==> src/sv/clip_pkg.sv <==
// Package for the C integer literal parser: character codes, parse modes,
// type codes, the parse state and the request and result payload structs.
// No dependencies.
`timescale 1ns / 1ps

package clip_pkg;

    // Width of the value accumulator; values wrap modulo 2^VALUE_WIDTH (32..64).
    localparam int VALUE_WIDTH = 64;

    // ASCII codes used by the parser.
    localparam logic [7:0] CH_ZERO  = 8'h30;
    localparam logic [7:0] CH_ONE   = 8'h31;
    localparam logic [7:0] CH_SEVEN = 8'h37;
    localparam logic [7:0] CH_NINE  = 8'h39;
    localparam logic [7:0] CH_UP_A  = 8'h41;
    localparam logic [7:0] CH_UP_F  = 8'h46;
    localparam logic [7:0] CH_UP_L  = 8'h4C;
    localparam logic [7:0] CH_UP_U  = 8'h55;
    localparam logic [7:0] CH_UP_X  = 8'h58;
    localparam logic [7:0] CH_LO_A  = 8'h61;
    localparam logic [7:0] CH_LO_F  = 8'h66;
    localparam logic [7:0] CH_LO_L  = 8'h6C;
    localparam logic [7:0] CH_LO_U  = 8'h75;
    localparam logic [7:0] CH_LO_X  = 8'h78;

    // Phase of the parse.
    typedef enum logic [3:0] {
        MODE_START = 4'd0,
        MODE_ZERO  = 4'd1,
        MODE_HEX   = 4'd2,
        MODE_OCT   = 4'd3,
        MODE_DEC   = 4'd4,
        MODE_U     = 4'd5,
        MODE_L     = 4'd6,
        MODE_UL    = 4'd7,
        MODE_LL    = 4'd8,
        MODE_DONE  = 4'd9
    } t_mode;

    // Type of the literal.
    typedef enum logic [2:0] {
        TY_INT    = 3'd0,
        TY_UINT   = 3'd1,
        TY_LONG   = 3'd2,
        TY_ULONG  = 3'd3,
        TY_LLONG  = 3'd4,
        TY_ULLONG = 3'd5
    } t_ltype;

    // Parse state carried from one character to the next.
    typedef struct packed {
        t_mode                  mode;
        logic [VALUE_WIDTH-1:0] acc;
        logic                   first_l_upper;
        t_ltype                 ptype;
    } t_parse_state;

    localparam t_parse_state ST_RESET = '{
        mode:          MODE_START,
        acc:           '0,
        first_l_upper: 1'b0,
        ptype:         TY_INT
    };

    // One request: a character of the token.
    typedef struct packed {
        logic [7:0] char_code;
        logic       token_end;
    } t_lit_in;

    // One result: the value and type of a finished token.
    typedef struct packed {
        logic [63:0] literal_value;
        logic [2:0]  type_code;
    } t_lit_out;

endpackage

==> src/sv/c_integer_literal_parser_unit.sv <==
// Top level of the C integer literal parser: input register, parse state,
// result register. Depends on clip_pkg and clip_step.
`timescale 1ns / 1ps

// The parser takes one character of a C integer constant per request and
// sustains one character per cycle. A result (value modulo 2^VALUE_WIDTH
// and a type code) is registered once the request that carries token_end
// leaves the input register; that rate rests on the combinational update of
// the parse mode and the 64-bit accumulator (shift-and-add times ten for
// decimal). The result register holds a finished result while new characters
// keep flowing in; only a second final character waits on a stalled result.
// After each token the parse state returns to the start of a token.
module c_integer_literal_parser_unit (
    input  logic              i_clk,
    input  logic              i_rst_n,
    input  logic              i_req_valid,
    output logic              o_req_stall,
    input  clip_pkg::t_lit_in  i_req,
    output logic              o_rsp_valid,
    input  logic              i_rsp_stall,
    output clip_pkg::t_lit_out o_rsp
);
    import clip_pkg::*;

    logic         r_in_valid;
    t_lit_in      r_in;
    t_parse_state r_st;
    t_parse_state w_st_next;
    logic         r_out_valid;
    t_lit_out     r_out;
    logic         w_adv;
    logic         w_accept;

    // A character moves on unless it ends a token and the result slot is held.
    assign w_adv       = r_in_valid && (!r_in.token_end || !r_out_valid || !i_rsp_stall);
    assign o_req_stall = r_in_valid && !w_adv;
    assign w_accept    = i_req_valid && !o_req_stall;

    // Per-character parse step.
    clip_step u_step (
        .i_char  (r_in.char_code),
        .i_state (r_st),
        .o_state (w_st_next)
    );

    // Input register.
    always_ff @(posedge i_clk) begin
        if (!i_rst_n) begin
            r_in_valid <= 1'b0;
        end else if (w_accept) begin
            r_in_valid <= 1'b1;
        end else if (w_adv) begin
            r_in_valid <= 1'b0;
        end
    end

    always_ff @(posedge i_clk) begin
        if (w_accept) begin
            r_in <= i_req;
        end
    end

    // Parse state; a final character returns it to the start of a token.
    always_ff @(posedge i_clk) begin
        if (!i_rst_n) begin
            r_st <= ST_RESET;
        end else if (w_adv) begin
            r_st <= r_in.token_end ? ST_RESET : w_st_next;
        end
    end

    // Result register.
    always_ff @(posedge i_clk) begin
        if (!i_rst_n) begin
            r_out_valid <= 1'b0;
        end else if (w_adv && r_in.token_end) begin
            r_out_valid <= 1'b1;
        end else if (!i_rsp_stall) begin
            r_out_valid <= 1'b0;
        end
    end

    always_ff @(posedge i_clk) begin
        if (w_adv && r_in.token_end) begin
            r_out.literal_value <= 64'(w_st_next.acc);
            r_out.type_code     <= 3'(w_st_next.ptype);
        end
    end

    assign o_rsp_valid = r_out_valid;
    assign o_rsp       = r_out;

endmodule

==> src/sv/clip_step.sv <==
// Single-character update of the literal parse state.
// Purely combinational; depends on clip_pkg.
`timescale 1ns / 1ps

module clip_step (
    input  logic [7:0]            i_char,
    input  clip_pkg::t_parse_state i_state,
    output clip_pkg::t_parse_state o_state
);
    import clip_pkg::*;

    logic                   w_is_dec;
    logic                   w_is_oct;
    logic                   w_is_hex_lo;
    logic                   w_is_hex_up;
    logic                   w_is_hex;
    logic                   w_is_u;
    logic                   w_is_l;
    logic                   w_is_up_l;
    logic                   w_is_x;
    logic                   w_same_l;
    logic [3:0]             w_digit;
    logic [VALUE_WIDTH-1:0] w_acc_dec;
    logic [VALUE_WIDTH-1:0] w_acc_oct;
    logic [VALUE_WIDTH-1:0] w_acc_hex;
    t_mode                  n_mode;

    // Character classes.
    assign w_is_dec    = (i_char >= CH_ZERO) && (i_char <= CH_NINE);
    assign w_is_oct    = (i_char >= CH_ZERO) && (i_char <= CH_SEVEN);
    assign w_is_hex_lo = (i_char >= CH_LO_A) && (i_char <= CH_LO_F);
    assign w_is_hex_up = (i_char >= CH_UP_A) && (i_char <= CH_UP_F);
    assign w_is_hex    = w_is_dec || w_is_hex_lo || w_is_hex_up;
    assign w_is_u      = (i_char == CH_LO_U) || (i_char == CH_UP_U);
    assign w_is_up_l   = (i_char == CH_UP_L);
    assign w_is_l      = (i_char == CH_LO_L) || w_is_up_l;
    assign w_is_x      = (i_char == CH_LO_X) || (i_char == CH_UP_X);
    assign w_same_l    = i_state.first_l_upper ? w_is_up_l : (i_char == CH_LO_L);

    // Digit value: a decimal digit is its low nibble, a hex letter is nibble plus nine.
    assign w_digit = w_is_dec ? i_char[3:0] : 4'(i_char[3:0] + 4'd9);

    // Accumulator updates for each radix; times ten is a shift-and-add.
    assign w_acc_dec = (i_state.acc << 3) + (i_state.acc << 1) + VALUE_WIDTH'(w_digit);
    assign w_acc_oct = {i_state.acc[VALUE_WIDTH-4:0], w_digit[2:0]};
    assign w_acc_hex = {i_state.acc[VALUE_WIDTH-5:0], w_digit};

    // Next parse mode.
    always_comb begin
        n_mode = MODE_DONE;
        unique case (i_state.mode)
            MODE_START: begin
                if (i_char == CH_ZERO)                          n_mode = MODE_ZERO;
                else if (i_char >= CH_ONE && i_char <= CH_NINE) n_mode = MODE_DEC;
                else if (w_is_u)                                n_mode = MODE_U;
                else if (w_is_l)                                n_mode = MODE_L;
            end
            MODE_ZERO: begin
                if (w_is_x)        n_mode = MODE_HEX;
                else if (w_is_oct) n_mode = MODE_OCT;
                else if (w_is_u)   n_mode = MODE_U;
                else if (w_is_l)   n_mode = MODE_L;
            end
            MODE_HEX: begin
                if (w_is_hex)    n_mode = MODE_HEX;
                else if (w_is_u) n_mode = MODE_U;
                else if (w_is_l) n_mode = MODE_L;
            end
            MODE_OCT: begin
                if (w_is_oct)    n_mode = MODE_OCT;
                else if (w_is_u) n_mode = MODE_U;
                else if (w_is_l) n_mode = MODE_L;
            end
            MODE_DEC: begin
                if (w_is_dec)    n_mode = MODE_DEC;
                else if (w_is_u) n_mode = MODE_U;
                else if (w_is_l) n_mode = MODE_L;
            end
            MODE_U: begin
                if (w_is_l) n_mode = MODE_UL;
            end
            MODE_L: begin
                if (w_same_l) n_mode = MODE_LL;
            end
            default: n_mode = MODE_DONE;
        endcase
    end

    // Accumulator, first-L case and pending type.
    always_comb begin
        o_state      = i_state;
        o_state.mode = n_mode;
        case (i_state.mode) inside
            MODE_START, MODE_ZERO, MODE_HEX, MODE_OCT, MODE_DEC: begin
                // A digit updates the accumulator; the first suffix character sets the type, any other ends as int.
                if (n_mode == MODE_U) begin
                    o_state.ptype = TY_UINT;
                end else if (n_mode == MODE_L) begin
                    o_state.ptype         = TY_LONG;
                    o_state.first_l_upper = w_is_up_l;
                end else if (n_mode == MODE_DONE) begin
                    o_state.ptype = TY_INT;
                end else if (i_state.mode == MODE_START && n_mode == MODE_DEC) begin
                    o_state.acc = VALUE_WIDTH'(w_digit);
                end else if (i_state.mode == MODE_ZERO && n_mode == MODE_OCT) begin
                    o_state.acc = VALUE_WIDTH'(w_digit);
                end else if (i_state.mode == MODE_HEX) begin
                    o_state.acc = w_acc_hex;
                end else if (i_state.mode == MODE_OCT) begin
                    o_state.acc = w_acc_oct;
                end else if (i_state.mode == MODE_DEC) begin
                    o_state.acc = w_acc_dec;
                end
            end
            MODE_U: begin
                if (w_is_l) begin
                    o_state.ptype         = TY_ULONG;
                    o_state.first_l_upper = w_is_up_l;
                end
            end
            MODE_UL: begin
                if (w_same_l) o_state.ptype = TY_ULLONG;
            end
            MODE_L: begin
                if (w_same_l)    o_state.ptype = TY_LLONG;
                else if (w_is_u) o_state.ptype = TY_ULONG;
            end
            MODE_LL: begin
                if (w_is_u) o_state.ptype = TY_ULLONG;
            end
            default: ;
        endcase
    end

endmodule
==> config.mk <==
export PLATFORM = sky130hd
export DESIGN_NAME = c_integer_literal_parser_unit
export DESIGN_NICKNAME = d
export VERILOG_FILES = /design/src/sv/clip_pkg.sv /design/src/sv/c_integer_literal_parser_unit.sv /design/src/sv/clip_step.sv
export SDC_FILE = /design/constraint.sdc
export NUM_CORES = 1
export LEC_CHECK = 0
export BUFFER_PORTS_ARGS = -buffer_cell sky130_fd_sc_hd__buf_2
export CORE_ASPECT_RATIO = 0.8
export CORE_MARGIN = 2
export CORE_UTILIZATION = 38
export CTS_CLUSTER_DIAMETER = 120
export DETAILED_ROUTE_END_ITERATION = 16
export PLACE_DENSITY = 0.55
export SLEW_MARGIN = 15
export SYNTH_ARGS = -nofsm -noshare
export SYNTH_HDL_FRONTEND = slang
export SYNTH_SLANG_ARGS = --single-unit
==> constraint.sdc <==
create_clock -name i_clk -period 7.6 [get_ports i_clk]
set_input_delay 0.76 -clock i_clk [delete_from_list [all_inputs] [get_ports i_clk]]
set_output_delay 0.76 -clock i_clk [all_outputs]
set_load 0.03 [all_outputs]
### Yosys cells after proc, flatten, opt, wreduce, memory -nomap -nowiden

Index checks and enable logic that the tools add are counted.

| cells by class | value |
|---|---|
| add/sub/neg operators | 3 |
| magnitude comparators | 8 |
| equality and inequality tests | 23 |
| multiplexer cells | 43 |
| reductions and logical operators | 29 |

Operators with widths:

| cell | number |
|---|---|
| 64-bit 2-to-1 mux | 8 |
| 72-bit 2-to-1 mux | 1 |
| 65-bit 2-to-1 mux | 1 |
| 64-bit by 4-bit adder with 64-bit output | 1 |
| 64-bit adder | 1 |
| 8-bit by 7-bit equality test with 1-bit output, second input constant | 6 |
| 4-bit 2-to-1 mux | 11 |
| 3-bit 2-to-1 mux | 12 |
| 4-bit by 3-bit equality test with 1-bit output, second input constant | 7 |
| 4-bit case mux with 7 select lines | 1 |
| 8-bit by 6-bit >= comparator with 1-bit output, second input constant | 2 |
| 8-bit by 7-bit >= comparator with 1-bit output, second input constant | 2 |
| 8-bit by 6-bit <= comparator with 1-bit output, second input constant | 2 |
| 8-bit by 7-bit <= comparator with 1-bit output, second input constant | 2 |
| 4-bit by 2-bit equality test with 1-bit output, second input constant | 3 |
| 1-bit logical AND | 11 |
| 1-bit 2-to-1 mux | 9 |
| 4-bit equality test, second input constant | 2 |
| 8-bit by 6-bit equality test with 1-bit output, second input constant | 1 |
| 1-bit logical OR | 7 |
| 3-bit nonzero test | 2 |
| 1-bit zero test | 5 |
| 5-bit AND reduction | 1 |
| 5-bit OR reduction | 1 |
| 7 further kinds | 7 |

| word-level totals | value |
|---|---|
| register bits after elaboration | 150 |
| bits of input ports | 13 |
| output and inout port bits | 69 |

### Logic depth before layout (Yosys ltp)

| depth | value |
|---|---|
| word-level depth | 16 |
| depth in mapped cells | 19 |
| gate-level depth less buffers | 19 |

### Hierarchy

From an unflattened synthesis, not the netlist that was laid out.

| unflattened totals | value |
|---|---|
| cell total of the unflattened synthesis | 1355 |
| area, all modules | 12438.2 um^2 |

Modules (own cells, without submodules):

| module | times used | cells an instance | area an instance (um^2) | seq. area each (um^2) |
|---|---|---|---|---|
| clip_step | 1 | 1107 | 7772.5 | 0.0 |
| c_integer_literal_parser_unit | 1 | 248 | 4665.7 | 3763.6 |

### Worst setup path after synthesis

Ideal clock, no wire load.

| path | value |
|---|---|
| path kind | flip-flop to flip-flop |
| from | reg r_in[2] (netlist name) |
| to | reg r_out, in the netlist o_rsp[59] (data pin) |
| setup time | 0.256 ns |
| arrival | 4.398 ns |
| setup slack | 2.946 ns |
| cell stages (with the launch flop) | 20 |
| buffers on the path | 0 |
| path through | edfxtp_1 > inv_1 > ha_1 > o21bai_1 > a21oi_4 > nor2_1 > xnor2_1 > fa_1 > inv_1 > fa_1 > a21oi_1 > o22ai_1 > nand4_1 > a21oi_1 > o311ai_0 > nand3_1 > a31oi_1 > mux2i_1 > o221ai_1 > a22o_1 |

RTL lines:

| item | line | source |
|---|---|---|
| start: declaration | c_integer_literal_parser_unit.sv:26 | `t_lit_in r_in;` |
| start signal: assignment | c_integer_literal_parser_unit.sv:59 | `r_in <= i_req;` |
| end: declaration | c_integer_literal_parser_unit.sv:30 | `t_lit_out r_out;` |

==> impl_metrics.py <==
metrics = {
    "status": {
        "status": "finished, final reports clean",
    },
    "global_route": {
        "grt_pass1_wl_um": 66500,
        "grt_pass1_vias": 11200,
        "track_usage_pct": 24.4,
        "globalRouteOverflowTotal": 0,
        "grt_max_degree": 66,
        "antenna_found_initial": 0,
    },
    "power_and_ir_drop": {
        "p_leak_nw": 5.62,
        "power_mw": 1.98,
        "p_seq_share_pct": 44.2,
        "power.share.combinational_pct": 8.5,
        "swShare_pct": 26.8,
        "p_per_area_mw_per_mm2": 141,
        "clkPwrFrac_pct": 47.3,
        "p_sw_mw": 0.531,
        "internal_power_mw": 1.45,
        "vdd_ir_drop_max_uv": 124,
    },
    "critical_path": {
        "crit_path_top_delay_cell": "o311ai_0",
        "cp-endpoint": "o_rsp[59]",
        "crit_family": "compound AO/OA/AOI/OAI gates",
        "crit_type": "register to register",
        "worstRegToRegCells": 19,
        "crit_path_start_kind": "register",
        "arrival_ps": 5790,
        "crit_path_start": "r_in[2]",
        "path_cells": "inv_1 -> ha_1 -> o21bai_1 -> a21oi_4 -> nor2_1 -> xnor2_1 -> fa_1 -> inv_1 -> fa_1 -> a21oi_1 -> o22ai_1 -> nand4_1 -> a21oi_1 -> o311ai_0 -> nand3_1 -> a31oi_1 -> mux2i_1 -> o221ai_1 -> a22o_1",
        "crit_cells": 19,
        "endpoint_kind": "register",
        "rrSetupSlack_ps": 2010,
        "cp_max_fo": 8,
        "rr_endpoint": "o_rsp[59]",
        "cp_data_required_time_ps": 7810,
        "cp_slowest_stage_delay_ps": 650,
        "rr_startpoint": "r_in[2]",
        "worst-path-buf-inv": 2,
    },
    "sta": {
        "tightest_slew_ps": 1050,
        "grt_setup_unrepaired": "false",
        "max_slew_margin_pct": 29.6,
        "slew_viol_final": 0,
        "layout_min_cycle_time_ps": 5590,
        "clock_skew_ps": 12.2,
        "tns_ps": 0,
        "setup_viol": 0,
        "fmax_ghz": 0.179,
        "finalCritPeriodShare_pct": 73.5,
        "hold_violations": 0,
        "setup_ws_ps": 2010,
    },
    "routing": {
        "vias": 11800,
        "routedWlPerCell_um": 21.6,
        "drtIter0Drc": 945,
        "wirelength_um": 42400,
        "routed_via_density": 6.01,
        "post-route-drc-count": 0,
        "first_pass_iters": 5,
        "ant_nets": 0,
    },
    "logic_synthesis": {
        "yosys-top-cells-area": "edfxtp_1 18%, ha_1 13%, dfxtp_1 12%, nand2_1 5.3%, a21oi_1 5.2%",
        "synthAdderAreaFrac_pct": 12.8,
        "ys.flop_type": "edfxtp_1",
        "async_flop_share_pct": 0,
        "synth_compound_area_share_pct": 28.3,
        "synth_simple_gate_area_share_pct": 16.6,
        "synth_top_area_share_pct": 18.0,
        "synth.avg_cell_area_um2": 8.42,
        "syn_inst": 1508,
        "synth.distinct_cells": 88,
        "synth_xor_area_share_pct": 3.99,
        "yosysTopAreaCell": "edfxtp_1",
        "ys_seq_area_share_pct": 29.6,
        "syn_nets": 1650,
        "ys_warn_count": 0,
        "synth_area_mm2": 0.0127,
        "synth_seq_cells": 150,
        "synth.area.mux_share_pct": 4.56,
        "synth_top_family_by_area": "compound AO/OA/AOI/OAI gates",
        "synth_edf_count": 76,
    },
    "clock_tree": {
        "clk_latency_ps": 460,
        "cts_tree": "yes",
        "clock_path_buffers": 2,
        "htreeDepth": 4,
        "cts_buffers": 17,
        "root_buffer": "clkbuf_16",
        "clkSinkCount": 150,
        "post_cts_buffers": 0,
        "ctsHoldBuffers": 0,
        "clk_pin_slew_ps": 70,
        "cts-resized-gates": 0,
    },
    "die": {
        "core-area_mm2": 0.0327,
        "rows": 59,
        "die_w_um": 208,
        "die_h_um": 168,
        "initial_core_util_pct": 38.8,
        "pin_count": 82,
        "dieArea_mm2": 0.0349,
    },
    "cells_and_area": {
        "multi_input_area_mm2": 0.00845,
        "fill_cells": 3294,
        "seqCellArea_mm2": 0.00377,
        "antenna_cells": 0,
        "final_layout_size_suffix_gt1_share_pct": 12.1,
        "area_growth_pct": 10.3,
        "layout.nets": 1669,
        "final_area_mm2": 0.0140,
    },
    "min_path": {
        "hp-class": "register to register",
        "holdPathStages": 2,
    },
    "place": {
        "gp_congestion": 0.944,
        "pre_cts_slack_ps": 2100,
        "placed_area_mm2": 0.0134,
        "place.detailed.hpwl_um": 30000,
        "portBuffers": 81,
    },
    "flow_run": {
        "drv_cap": 0,
    },
}
## worst register-to-register path: cells and delay by family, from the launching register on
family,cells,cell delay [ps]
flip-flops,1,500
AO/OA/AOI/OAI,9,2540
AND/OR/NAND/NOR,3,400
multiplexers,1,260
buffers and inverters,2,240
XOR/XNOR,1,160
adder cells (fa/ha/maj),3,1220
## power by group through the flow
stage | sequential, mW | combinational [mW] | clock, mW
after floorplan | 0.903 | 0.0994 | 0
after global placement | 0.892 | 0.169 | 0
after detailed placement | 0.893 | 0.169 | 0
after CTS | 0.875 | 0.170 | 0.953
after global routing | 0.877 | 0.181 | 0.984
final | 0.875 | 0.169 | 0.936
## through the flow
stage          util [%]  hold WS [ps]  std cells
5_1_grt            42.9           452       1967
4_1_cts            42.9           456       1967
6_report           42.9           463       1967
2_1_floorplan         -           435       1508
3_3_place_gp       40.9           445       1935
3_5_place_dp       40.9           452       1935
## synth_stat cells (all sizes together), types with 27 or more instances
library cell    n
nand2         182
o21ai         139
a21oi         133
ha            127
nor2          112
edfxtp         76
dfxtp          74
clkbuf         68
a21o           42
mux2i          41
xnor2          41
nand3          31
a22o           29
buf            29
inv            29
a211oi         27
## worst min-delay path by stage
stage,from,end
floorplan,r_st[67],r_st[67]
global placement,r_st[67],r_st[67]
detailed placement,r_st[67],r_st[67]
CTS,i_req[5],r_in[5]
global route,i_req[6],r_in[6]
finish,r_st[67],r_st[67]
## cell type report
class                           count  area share (%)
Multi-Input combinational cell   1232            60.3
Tap cell                          427            3.81
Timing Repair Buffer               97            3.75
Inverter                           29           0.777
Clock inverter                     13            1.20
Sequential cell                   150            26.9
Clock buffer                       19            3.31
## per-layer routing
| layer | vias to the layer above | wire (um) | share of wire [%] | global-route usage [%] |
|---|---|---|---|---|
| li1 | 5715 | - | - | - |
| met2 | 338 | 17600 | 41 | 35.3 |
| met1 | 5733 | 21900 | 52 | 36.7 |
| met4 | 0 | 872 | 2.1 | 7.60 |
| met3 | 44 | 2050 | 4.8 | 3.92 |
| met5 | - | 0 | 0 | 0 |
## cells by family after synthesis
group	count (synthesis)
flip-flops	150
buffers and inverters	126
AND/OR/NAND/NOR	446
AO/OA/AOI/OAI	544
XOR/XNOR	57
multiplexers	56
adder cells (fa/ha/maj)	129
## layout by cell type (no fill, tap or decap), drive strengths merged, types with 24 or more instances in the layout
cell type,Yosys,final
ha,127,127
o21ai,139,139
a21oi,133,133
mux2i,41,41
a22o,29,29
inv,29,32
nor2,112,112
xnor2,41,41
a211oi,27,27
buf,29,97
a21o,42,42
edfxtp,76,76
dfxtp,74,74
nand3,31,31
nand4,24,24
nand2,182,182
## sequential cells by signal, summed over array words and instances, names as in the netlist
signal / count
o_rsp_valid: 1
r_in: 9
o_rsp: 67
r_in_valid: 1
r_st: 72
No activity file was read; power rests on OpenSTA's default activity.
